===== src/hw/rtl/atu_pkg.sv =====
`timescale 1ns / 1ps
// ----------------------------------------------------------------------------
// Accelerometer tilt angle unit: shared package
// Widths, fixed-point formats and the CORDIC arctangent table in degrees.
// ----------------------------------------------------------------------------
package atu_pkg;

    // sample and datapath formats
    localparam int SAMPLE_BITS      = 16;
    localparam int ANGLE_ITERATIONS = 16;
    localparam int FRACTION_BITS    = 8;
    localparam int GUARD_BITS       = 31 - SAMPLE_BITS;
    localparam int TABLE_LEN        = 24;
    localparam int CORDIC_ITERS     = (ANGLE_ITERATIONS < TABLE_LEN) ?
                                      ANGLE_ITERATIONS : TABLE_LEN;
    localparam int ANGLE_FRAC       = 24;
    localparam int MID_FRAC         = 16;

    // square, sum and root widths
    localparam int SQ_W    = 2 * SAMPLE_BITS - 1;
    localparam int SUM_W   = 2 * SAMPLE_BITS;
    localparam int RAD_W   = SUM_W + 2 * GUARD_BITS;
    localparam int ROOT_W  = RAD_W / 2;
    localparam int REM_W   = ROOT_W + 3;

    // CORDIC widths
    localparam int XY_W    = ROOT_W + 3;
    localparam int ANG_W   = ANGLE_FRAC + 8;

    // angle magnitude at MID_FRAC, its squares, output
    localparam int MID_W   = MID_FRAC + 7;
    localparam int PROD_W  = 2 * MID_W;
    localparam int SS_W    = PROD_W + 1;
    localparam int OUT_W   = FRACTION_BITS + 7;
    localparam int RND_SH  = MID_FRAC - FRACTION_BITS;
    localparam int RED_SH  = ANGLE_FRAC - MID_FRAC;
    localparam logic [OUT_W-1:0] TILT_LIMIT = OUT_W'(90 << FRACTION_BITS);

    typedef logic signed [ANG_W-1:0] t_angle;

    // atan(2^-i) in degrees, 24 fraction bits, rounded
    function automatic t_angle atan_deg(input int idx);
        t_angle v;
        case (idx)
            0:       v = ANG_W'(754974720);
            1:       v = ANG_W'(445687602);
            2:       v = ANG_W'(235489088);
            3:       v = ANG_W'(119537938);
            4:       v = ANG_W'(60000934);
            5:       v = ANG_W'(30029717);
            6:       v = ANG_W'(15018523);
            7:       v = ANG_W'(7509720);
            8:       v = ANG_W'(3754917);
            9:       v = ANG_W'(1877466);
            10:      v = ANG_W'(938734);
            11:      v = ANG_W'(469367);
            12:      v = ANG_W'(234684);
            13:      v = ANG_W'(117342);
            14:      v = ANG_W'(58671);
            15:      v = ANG_W'(29335);
            16:      v = ANG_W'(14668);
            17:      v = ANG_W'(7334);
            18:      v = ANG_W'(3667);
            19:      v = ANG_W'(1833);
            20:      v = ANG_W'(917);
            21:      v = ANG_W'(458);
            22:      v = ANG_W'(229);
            23:      v = ANG_W'(115);
            default: v = '0;
        endcase
        return v;
    endfunction

endpackage


===== src/hw/rtl/atu_cordic.sv =====
`timescale 1ns / 1ps
// ----------------------------------------------------------------------------
// Pipelined vectoring CORDIC
// atan2(b, a) for a >= 0 in degrees, 24 fraction bits, one iteration a stage.
// ----------------------------------------------------------------------------
module atu_cordic (
    input  logic                            i_clk,
    input  logic                            i_rst_n,
    input  logic                            i_valid,
    input  logic [atu_pkg::ROOT_W-1:0]      i_a,
    input  logic signed [atu_pkg::SAMPLE_BITS-1:0] i_b,
    output logic                            o_valid,
    output atu_pkg::t_angle                 o_angle
);
    import atu_pkg::*;

    logic                    r_v    [0:CORDIC_ITERS-1];
    logic                    r_zero [0:CORDIC_ITERS-1];
    logic signed [XY_W-1:0]  r_x    [0:CORDIC_ITERS-1];
    logic signed [XY_W-1:0]  r_y    [0:CORDIC_ITERS-1];
    t_angle                  r_ang  [0:CORDIC_ITERS-1];

    logic                    w_v    [0:CORDIC_ITERS];
    logic                    w_zero [0:CORDIC_ITERS];
    logic signed [XY_W-1:0]  w_x    [0:CORDIC_ITERS];
    logic signed [XY_W-1:0]  w_y    [0:CORDIC_ITERS];
    t_angle                  w_ang  [0:CORDIC_ITERS];

    // b scaled by the guard bits; zero vector flagged for atan2(0,0) = 0
    assign w_v[0]    = i_valid;
    assign w_zero[0] = (i_a == '0) && (i_b == '0);
    assign w_x[0]    = $signed({{(XY_W-ROOT_W){1'b0}}, i_a});
    assign w_y[0]    = $signed({{(XY_W-SAMPLE_BITS-GUARD_BITS){i_b[SAMPLE_BITS-1]}},
                                i_b, {GUARD_BITS{1'b0}}});
    assign w_ang[0]  = '0;

    genvar k;
    generate
        for (k = 0; k < CORDIC_ITERS; k++) begin : g_iter
            logic signed [XY_W-1:0] dx;
            logic signed [XY_W-1:0] dy;
            assign dx = w_y[k] >>> k;
            assign dy = w_x[k] >>> k;

            always_ff @(posedge i_clk) begin
                if (!i_rst_n) begin
                    r_v[k] <= 1'b0;
                end else begin
                    r_v[k] <= w_v[k];
                end
            end

            // rotate toward zero, y >= 0 counts as positive
            always_ff @(posedge i_clk) begin
                r_zero[k] <= w_zero[k];
                if (!w_y[k][XY_W-1]) begin
                    r_x[k]   <= w_x[k] + dx;
                    r_y[k]   <= w_y[k] - dy;
                    r_ang[k] <= w_ang[k] + atan_deg(k);
                end else begin
                    r_x[k]   <= w_x[k] - dx;
                    r_y[k]   <= w_y[k] + dy;
                    r_ang[k] <= w_ang[k] - atan_deg(k);
                end
            end

            assign w_v[k+1]    = r_v[k];
            assign w_zero[k+1] = r_zero[k];
            assign w_x[k+1]    = r_x[k];
            assign w_y[k+1]    = r_y[k];
            assign w_ang[k+1]  = r_ang[k];
        end
    endgenerate

    assign o_valid = w_v[CORDIC_ITERS];
    assign o_angle = w_zero[CORDIC_ITERS] ? '0 : w_ang[CORDIC_ITERS];

endmodule

===== config.mk =====
export PLATFORM = sky130hd
export DESIGN_NAME = atu_cordic
export DESIGN_NICKNAME = d
export VERILOG_FILES = /design/src/hw/rtl/atu_pkg.sv /design/src/hw/rtl/atu_cordic.sv
export SDC_FILE = /design/constraint.sdc
export NUM_CORES = 2
export LEC_CHECK = 0
export BUFFER_PORTS_ARGS = -buffer_cell sky130_fd_sc_hd__buf_2
export CORE_MARGIN = 2
export CORE_UTILIZATION = 59
export DETAILED_ROUTE_END_ITERATION = 8
export PLACE_DENSITY = 0.77
export SYNTH_ARGS = -nofsm -noshare
export SYNTH_HDL_FRONTEND = slang
export SYNTH_SLANG_ARGS = --single-unit

===== constraint.sdc =====
create_clock -name i_clk -period 4.2 [get_ports i_clk]
set_input_delay 0 -clock i_clk [delete_from_list [all_inputs] [get_ports i_clk]]
set_output_delay 0 -clock i_clk [all_outputs]
set_load 0.02 [all_outputs]

==> results.yml <==
run_status:
  status: "complete, but fails checks"
  violations: "negative setup slack"
clocking:
  clock-sinks: 1406
  root_buffer: "clkbuf_16"
  clk_latency_ns: 0.84
  numCtsBuffers: 156
  htreeDepth: 4
  cts_max_path_buffers: 3
  clk_pin_slew_ns: 0.06
  tritoncts: "built"
worst_setup_path:
  end_kind: "register"
  critPathRequiredTime_ns: 4.90
  max_stage_delay_ns: 0.37
  cp_max_fo: 3
  worstPathCellList: "nor4_2 -> buf_4 -> nand2b_4 -> nor2_4 -> and2_4 -> nand2_4 -> o41ai_4 -> xnor2_1 -> ha_1 -> a21oi_2 -> o21bai_1 -> a2111oi_2 -> buf_4 -> nor2_1 -> o31a_1 -> a31o_4 -> a31oi_4 -> o21ai_2 -> and3_1 -> a211oi_2 -> xnor2_1"
  arrival_ns: 4.91
  startpoint_type: "register"
  crit_slowest_cell: "a2111oi_2"
  critical_path_class: "reg -> reg"
timing:
  period_minus_slack_ns: 4.21
  slew-limit-headroom_pct: 31.7
  worst-slew-pin-transition_ns: 1.02
  worst_slack_ns: -0.00767
  fmax_mhz: 238
  slew_violations: 0
  fin_skew_ns: 0.0393
  rsz0062_at_grt: "true"
  setup_viol: 1
  finalCritPeriodShare_pct: 100
  timing.hold.ws_ns: 0.0732
  hold_viol: 0
grt:
  grt_start_max_net_pins: 59
  grtUsageTotal_pct: 32.1
  antenna_found_initial: 18
  overflow: 0
  grt_pass1_vias: 90700
  grt_pass1_wl_um: 477000
drt:
  routed_wl_um: 305000
  ant_nets: 0
  post-route-drc-count: 0
  drtIter0Drc: 8139
  avgViaCountPerCell: 5.98
  dr_total_vias: 95500
  dr.pass1.iters: 6
  post_drt_wl_per_cell_um: 19.1
synthesis:
  syn-mean-instance-area_um2: 8.38
  ys_top_cells_by_area: "dfxtp_1 27%, ha_1 16%, xnor2_1 9.9%, a21oi_1 6.4%, xor2_1 5.4%"
  ys_ff_latch: 1406
  yosysWarnings: 0
  synth_top_area_share_pct: 26.7
  synth-main-ff-cell: "dfxtp_1"
  synth_area_um2: 105000
  yosys.area.top_type: "dfxtp_1"
  synth-seq-area-share_pct: 26.7
  synth_nets: 14000
  ys_types: 100
  synth_cells: 12600
  synth_edf_count: 0
  async_flop_share_pct: 0
floorplanning:
  dieArea_um2: 182000
  ios: 83
  core_um2: 178000
  die_x_um: 427
  rows: 155
  die_h_um: 427
  start_util_pct: 59.2
final_layout:
  synthToLayoutAreaGrowth_pct: 16.3
  regArea_um2: 28200
  final_nets: 14900
  mostFrequentLayoutCells: "1375 x dfxtp_1, 1357 x ha_1, 1278 x a21oi_1"
  fillers: 14300
  multi_input_area_um2: 76700
  drive_above_1_share_pct: 11.9
  layout_commonest_cell: "dfxtp_1"
  finish.utilization_pct: 68.9
place:
  place_hpwl_um: 243000
  gp_congestion: 1.01
  numPortBuffers: 81
worst_hold_path:
  hp-class: "in -> reg"
job:
  timing.max_cap.violations: 0
==> cells in the mapped netlist (all sizes together), types with 45 or more instances <==
cell type and count:
o21a 174, nand3 185, a211oi 65, o211ai 49, clkbuf 167, a31oi 159, ha 1367, a21oi 1343
nor2 1227, or3 76, dfxtp 1406, and2 98, o31ai 60, nand4 96, or2 45, nand2b 205
xnor2 1197, nor4 120, a21o 646, xor2 646, nor3 319, and3 114, nor2b 268, nand2 611
o21ai 558, inv 530, o21bai 160
==> kinds of logic after synthesis <==
kind of cell             after synthesis  synth area share [%]
AO/OA/AOI/OAI                       3626                  21.7
other                                  1               0.00356
multiplexers                          55                 0.561
buffers and inverters                731                  2.61
adder cells (fa/ha/maj)             1409                  17.0
flip-flops                          1406                  26.7
AND/OR/NAND/NOR                     3503                  16.1
XOR/XNOR                            1843                  15.3
==> cell type report <==
type | instances | area share [%]
Tap cell | 2355 | 2.40
Inverter | 531 | 1.63
Sequential cell | 1406 | 23.0
Clock buffer | 202 | 3.59
Antenna cell | 1 | 0.00204
Multi-Input combinational cell | 10400 | 62.5
Clock inverter | 83 | 0.866
Timing Repair Buffer | 957 | 5.97
==> repair_timing <==
item                                    CTS  global route
endpoints found under the setup margin   41           184
resized for setup                        51           421
hold buffers                            109             0
endpoints found under the hold margin    84             0
pin swaps                                12           191
setup buffers                             2            65
==> sequential cells by signal, indices dropped and copies added, names as in the netlist <==
signal	count
r_y	475
r_x	461
r_ang	438
r_v	16
r_zero	16
==> routing by layer <==
metal  global-route usage (%)  part of all wire (%)
met5                        0                 0.022
met4                     10.5                   3.1
met3                     4.97                   6.8
met2                     51.7                    45
met1                     43.9                    45
==> path summary, 6_finish.rpt <==
kind                   startpoint              endpoint  slack, ns  depth (start not counted)
max           r_x[1][153]$_DFF_P_   r_y[1][203]$_DFF_P_     -0.008                         21
min                        i_a[6]     r_y[0][6]$_DFF_P_       0.07                          4
max reg2reg   r_x[1][153]$_DFF_P_   r_y[1][203]$_DFF_P_     -0.008                         21
min reg2reg  r_zero[0][0]$_DFF_P_  r_zero[0][1]$_DFF_P_       0.32                          0
==> stage by stage <==
step	cells	setup slack (ns)	TNS [ns]	instance area, um^2
6_report	16000	-0.00767	-0.00767	123000
5_1_grt	16000	-0.191	-2.13	123000
4_1_cts	15900	-0.00577	-0.0102	120000
3_5_place_dp	15500	-0.196	-2.23	113000
3_3_place_gp	15500	-0.215	-1.10	113000
2_1_floorplan	12600	-0.0605	-0.0605	105000
==> critical path, delay by kind of cell, from the launching register on <==
| family | cells | cell delay (ns) |
|---|---|---|
| simple gates | 7 | 0.88 |
| flops | 1 | 0.33 |
| buf+inv | 2 | 0.35 |
| xor+xnor | 2 | 0.24 |
| fa+ha+maj | 1 | 0.33 |
| compound gates | 9 | 1.92 |
Power is left out: the tool's default activity adds up to more than one toggle a clock period on the data nets, which glitch-free logic cannot reach.
