$ cat src/hw/rtl/atu_pkg.sv
`timescale 1ns / 1ps
// ----------------------------------------------------------------------------
// Accelerometer tilt angle unit: shared package
// Widths, fixed-point formats and the CORDIC arctangent table in degrees.
// ----------------------------------------------------------------------------
package atu_pkg;

    // sample and datapath formats
    localparam int SAMPLE_BITS      = 16;
    localparam int ANGLE_ITERATIONS = 16;
    localparam int FRACTION_BITS    = 8;
    localparam int GUARD_BITS       = 31 - SAMPLE_BITS;
    localparam int TABLE_LEN        = 24;
    localparam int CORDIC_ITERS     = (ANGLE_ITERATIONS < TABLE_LEN) ?
                                      ANGLE_ITERATIONS : TABLE_LEN;
    localparam int ANGLE_FRAC       = 24;
    localparam int MID_FRAC         = 16;

    // square, sum and root widths
    localparam int SQ_W    = 2 * SAMPLE_BITS - 1;
    localparam int SUM_W   = 2 * SAMPLE_BITS;
    localparam int RAD_W   = SUM_W + 2 * GUARD_BITS;
    localparam int ROOT_W  = RAD_W / 2;
    localparam int REM_W   = ROOT_W + 3;

    // CORDIC widths
    localparam int XY_W    = ROOT_W + 3;
    localparam int ANG_W   = ANGLE_FRAC + 8;

    // angle magnitude at MID_FRAC, its squares, output
    localparam int MID_W   = MID_FRAC + 7;
    localparam int PROD_W  = 2 * MID_W;
    localparam int SS_W    = PROD_W + 1;
    localparam int OUT_W   = FRACTION_BITS + 7;
    localparam int RND_SH  = MID_FRAC - FRACTION_BITS;
    localparam int RED_SH  = ANGLE_FRAC - MID_FRAC;
    localparam logic [OUT_W-1:0] TILT_LIMIT = OUT_W'(90 << FRACTION_BITS);

    typedef logic signed [ANG_W-1:0] t_angle;

    // atan(2^-i) in degrees, 24 fraction bits, rounded
    function automatic t_angle atan_deg(input int idx);
        t_angle v;
        case (idx)
            0:       v = ANG_W'(754974720);
            1:       v = ANG_W'(445687602);
            2:       v = ANG_W'(235489088);
            3:       v = ANG_W'(119537938);
            4:       v = ANG_W'(60000934);
            5:       v = ANG_W'(30029717);
            6:       v = ANG_W'(15018523);
            7:       v = ANG_W'(7509720);
            8:       v = ANG_W'(3754917);
            9:       v = ANG_W'(1877466);
            10:      v = ANG_W'(938734);
            11:      v = ANG_W'(469367);
            12:      v = ANG_W'(234684);
            13:      v = ANG_W'(117342);
            14:      v = ANG_W'(58671);
            15:      v = ANG_W'(29335);
            16:      v = ANG_W'(14668);
            17:      v = ANG_W'(7334);
            18:      v = ANG_W'(3667);
            19:      v = ANG_W'(1833);
            20:      v = ANG_W'(917);
            21:      v = ANG_W'(458);
            22:      v = ANG_W'(229);
            23:      v = ANG_W'(115);
            default: v = '0;
        endcase
        return v;
    endfunction

endpackage

$ cat src/hw/rtl/atu_isqrt.sv
`timescale 1ns / 1ps
// ----------------------------------------------------------------------------
// Pipelined integer square root
// floor(sqrt(radicand)), one result bit per register stage, ROOT_W stages.
// ----------------------------------------------------------------------------
module atu_isqrt (
    input  logic                       i_clk,
    input  logic                       i_rst_n,
    input  logic                       i_valid,
    input  logic [atu_pkg::RAD_W-1:0]  i_radicand,
    output logic                       o_valid,
    output logic [atu_pkg::ROOT_W-1:0] o_root
);
    import atu_pkg::*;

    logic              r_v    [0:ROOT_W-1];
    logic [RAD_W-1:0]  r_n    [0:ROOT_W-1];
    logic [REM_W-1:0]  r_rem  [0:ROOT_W-1];
    logic [ROOT_W-1:0] r_root [0:ROOT_W-1];

    logic              w_v    [0:ROOT_W];
    logic [RAD_W-1:0]  w_n    [0:ROOT_W];
    logic [REM_W-1:0]  w_rem  [0:ROOT_W];
    logic [ROOT_W-1:0] w_root [0:ROOT_W];

    assign w_v[0]    = i_valid;
    assign w_n[0]    = i_radicand;
    assign w_rem[0]  = '0;
    assign w_root[0] = '0;

    genvar k;
    generate
        for (k = 0; k < ROOT_W; k++) begin : g_stage
            logic [REM_W-1:0]  n_rem;
            logic [ROOT_W-1:0] n_root;
            logic [REM_W-1:0]  trial_rem;
            logic [REM_W-1:0]  trial;

            // bring down two radicand bits, try subtracting 4q+1
            always_comb begin
                trial_rem = {w_rem[k][REM_W-3:0], w_n[k][RAD_W-1 -: 2]};
                trial     = {1'b0, w_root[k], 2'b01};
                if (trial_rem >= trial) begin
                    n_rem  = trial_rem - trial;
                    n_root = {w_root[k][ROOT_W-2:0], 1'b1};
                end else begin
                    n_rem  = trial_rem;
                    n_root = {w_root[k][ROOT_W-2:0], 1'b0};
                end
            end

            always_ff @(posedge i_clk) begin
                if (!i_rst_n) begin
                    r_v[k] <= 1'b0;
                end else begin
                    r_v[k] <= w_v[k];
                end
            end

            always_ff @(posedge i_clk) begin
                r_n[k]    <= w_n[k] << 2;
                r_rem[k]  <= n_rem;
                r_root[k] <= n_root;
            end

            assign w_v[k+1]    = r_v[k];
            assign w_n[k+1]    = r_n[k];
            assign w_rem[k+1]  = r_rem[k];
            assign w_root[k+1] = r_root[k];
        end
    endgenerate

    assign o_valid = w_v[ROOT_W];
    assign o_root  = w_root[ROOT_W];

endmodule

$ cat config.mk
export PLATFORM = sky130hd
export DESIGN_NAME = atu_isqrt
export DESIGN_NICKNAME = d
export VERILOG_FILES = /design/src/hw/rtl/atu_pkg.sv /design/src/hw/rtl/atu_isqrt.sv
export SDC_FILE = /design/constraint.sdc
export NUM_CORES = 2
export LEC_CHECK = 0
export BUFFER_PORTS_ARGS = -buffer_cell sky130_fd_sc_hd__buf_4
export CAP_MARGIN = 20
export CELL_PAD_IN_SITES_DETAIL_PLACEMENT = 1
export CELL_PAD_IN_SITES_GLOBAL_PLACEMENT = 2
export CORE_MARGIN = 4
export CORE_UTILIZATION = 30
export CTS_BUF_LIST = sky130_fd_sc_hd__clkbuf_4
export DETAILED_ROUTE_END_ITERATION = 8
export PLACE_DENSITY = 0.65
export SYNTH_ARGS = -nofsm -noshare
export SYNTH_HDL_FRONTEND = slang
export SYNTH_SLANG_ARGS = --single-unit
$ cat constraint.sdc
create_clock -name i_clk -period 4.53 [get_ports i_clk]
set_clock_uncertainty 0.1 [all_clocks]
set_input_delay 1.1325 -clock i_clk [delete_from_list [all_inputs] [get_ports i_clk]]
set_output_delay 1.1325 -clock i_clk [all_outputs]
set_load 0.005 [all_outputs]
==> impl_metrics.csv <==
group,metric,value,unit
critical_path,cp.required,5.66,ns
sta,relSlewSlack,34.7,%
power_and_ir_drop,power.switching,16.9,mW
detailed_routing,detail-route-antenna-nets,0,
min_path,min_to,"r_n[4][49]",
power_and_ir_drop,powerDensity,548,mW/mm^2
power_and_ir_drop,power.leakage,46.9,nW
final_layout,final_common_cell,"dfxtp_1",
placement,place_area,0.0919,sq mm
power_and_ir_drop,clkPwrFrac,33.1,%
sta,post-route-period-util,91.3,%
power_and_ir_drop,combPwrFrac,17.8,%
cts,clk_pin_slew,0.06,ns
detailed_routing,drtIter0Drc,2306,
critical_path,r2r_end,"r_rem[0][295]",
sta,setup_ws,0.393,ns
critical_path,cp.arrival,5.27,ns
power_and_ir_drop,ir_drop,0.000291,V
global_route,grt_pass1_wl,350,mm
critical_path,worstRegToRegCells,10,
die,top_level_ports,97,
detailed_routing,post-route-drc-count,0,
global_route,grt_overflow,0,
yosys,synth_fp_nets,9142,
die,dieHeight,545,um
power_and_ir_drop,intPower,38.1,mW
power_and_ir_drop,p_total,55.0,mW
yosys,async_flop_share,0,%
yosys,ys_types,90,
die,row_count,196,
sta,hold_viol_final,0,
cts,clock_latency,1.40,ns
min_path,min_path_type,"flop to flop",
global_route,grt_pass1_vias,66100,
sta,rsz0062_at_grt,"no",
global_route,grt_max_degree,57,
sta,final.setup.tns,0,ns
placement,place_ws,0.337,ns
cts,cts_root_buffer,"clkbuf_4",
flow_run,drv_cap,0,
cts,tritoncts,"done",
final_layout,area_delta_synth_final,16.1,%
die,core,0.286,sq mm
detailed_routing,viasPerCell,4.58,
yosys,avgSynthCellArea,10.1,sq um
placement,io_buffers,96,
yosys,synth_flop_cell,"dfxtp_1",
yosys,synth-seq-cells,2370,
power_and_ir_drop,seqPwrFrac,49.1,%
yosys,yosysWarnings,0,
power_and_ir_drop,swShare,30.7,%
min_path,holdPathStages,0,
sta,setup_viol,0,
yosys,netlist_area,0.0866,sq mm
cts,cts.sinks,2370,
die,dieWidth,545,um
final_layout,final_cell_mix,"dfxtp_1 (2370), clkbuf_4 (866), inv_1 (661)",
critical_path,regToRegSetupSlack,0.39,ns
cts,cts_buffers,630,
global_route,grt_antenna_before_repair,8,
min_path,hold_path_startpoint,"r_n[3][227]",
critical_path,startpoint_type,"flop",
status,status,"complete, no violations",
die,initial_core_util,30.2,%
sta,finalMaxSlewViolations,0,
sta,period_minus_slack,4.14,ns
critical_path,cp-end-kind,"flop",
die,die_area,0.297,sq mm
detailed_routing,routed_wl,218,mm
sta,tightest_slew,0.955,ns
final_layout,utilization,35.1,%
detailed_routing,routed-via-count,61400,
global_route,grt_usage,14.4,%
final_layout,final_nets,9825,
placement,dp_hpwl,166,mm
critical_path,critPathMaxFanout,23,
yosys,synth_edf_count,0,
cts,clockBufferDepth,4,
sta,fmax,0.242,GHz
yosys,yosysSeqAreaShare,54.8,%
yosys,synth_cells,8549,
detailed_routing,wl_per_cell,16.2,um
critical_path,r2r-start,"r_rem[0][249]",
final_layout,design_area,0.100,sq mm
detailed_routing,drtPass1Iterations,5,
cts,cts_max_level,6,
critical_path,crit_type,"flop to flop",
cts,post_cts_resize_count,0,
final_layout,drive_gt1_share,12.8,%
placement,gp_congestion,0.830,
## worst max-delay path by stage
stage	startpoint	to	slack, ns	cells past startpoint
final	r_rem[0][249]	r_rem[0][295]	0.39	10
after global routing	r_rem[0][248]	r_rem[0][293]	0.06	10
after CTS	r_rem[0][249]	r_rem[0][293]	0.31	10
after floorplan	r_root[1][377]	r_rem[1][447]	1.02	13
after detailed placement	r_rem[0][249]	r_rem[0][303]	0.34	10
after global placement	r_rem[0][249]	r_rem[0][297]	0.46	10
## kinds of logic (layout without fill, tap and decap cells)
kind of cell | count (synthesis) | count (layout) | share of synthesized area [%]
buf+inv | 837 | 1943 | 3.64
mux | 66 | 66 | 0.847
compound gates | 1763 | 1763 | 12.6
fa+ha+maj | 528 | 528 | 7.63
other cells | 1 | 7 | 0.00433
flops | 2370 | 2370 | 54.8
xor+xnor | 761 | 761 | 7.70
simple gates | 2223 | 2223 | 12.7
## cell usage after synthesis (all sizes together), types with 49 or more instances
cell type,instances,share of area [%]
xor2,385,3.9
o21ai,507,2.9
nand4,94,0.68
nand2,633,2.7
a21oi,495,2.9
o21a,89,0.77
xnor2,376,3.8
nand2b,132,0.95
nand3,116,0.67
nor2b,68,0.49
o21bai,49,0.42
or3,87,0.63
dfxtp,2370,55
and2,58,0.42
or4,54,0.48
a21o,216,1.9
inv,662,2.9
nor2,496,2.2
o31ai,69,0.60
nor3,214,1.2
nor4,98,0.73
a211oi,62,0.55
ha,528,7.6
mux2,58,0.75
clkbuf,163,0.71
## critical path: stages (launching register included)
cell and delay [ns]:
dfxtp_1 0.33, nor4_1 0.63, nand3b_1 0.21, or2_2 0.38, nor4_1 0.63, nor4_1 0.21, nor3b_2 0.21, buf_4 0.25
nor4_2 0.74, nand2b_1 0.15, xnor2_1 0.16
## through the flow
stage	instances	hold WS [ns]
after floorplan	8549	0.210
after global placement	12300	0.210
after detailed placement	12300	0.213
after CTS	13400	0.0000869
after global routing	13400	0.112
final	13400	0.178
## final cells by class
cell class	count	area (sq um)
diodes	6	15.0
clock buffers	866	6500
clock inverters	189	1300
fillers	32400	186000
inverters	663	2490
multi-input cells	5342	36100
flip-flops and latches	2370	47400
well taps	3762	4710
repair buffers	225	1950
## power groups by stage
stage / clock (mW) / sequential [mW] / combinational [mW]
2_1_floorplan: 0 / 26.3 / 7.37
3_3_place_gp: 0 / 27.6 / 9.61
3_5_place_dp: 0 / 27.6 / 9.78
4_1_cts: 19.4 / 27.2 / 9.90
5_1_grt: 20.5 / 27.5 / 11.0
6_report: 18.2 / 27.0 / 9.78
## state kept, by name (all words and copies together) (netlist names)
signal / cells
r_root: 496
r_v: 31
r_n: 930
r_rem: 913
## routing by layer
layer | wire [um] | global-route usage [%]
met1 | 96800 | 17.3
met2 | 107000 | 25.4
met3 | 7700 | 2.65
met4 | 6020 | 5.16
met5 | 27 | 0
## repair_timing
action	CTS	global route
setup buffers	0	0
endpoints found under the hold margin	94	0
hold buffers	74	0
No activity file was read; power rests on OpenSTA's default activity.
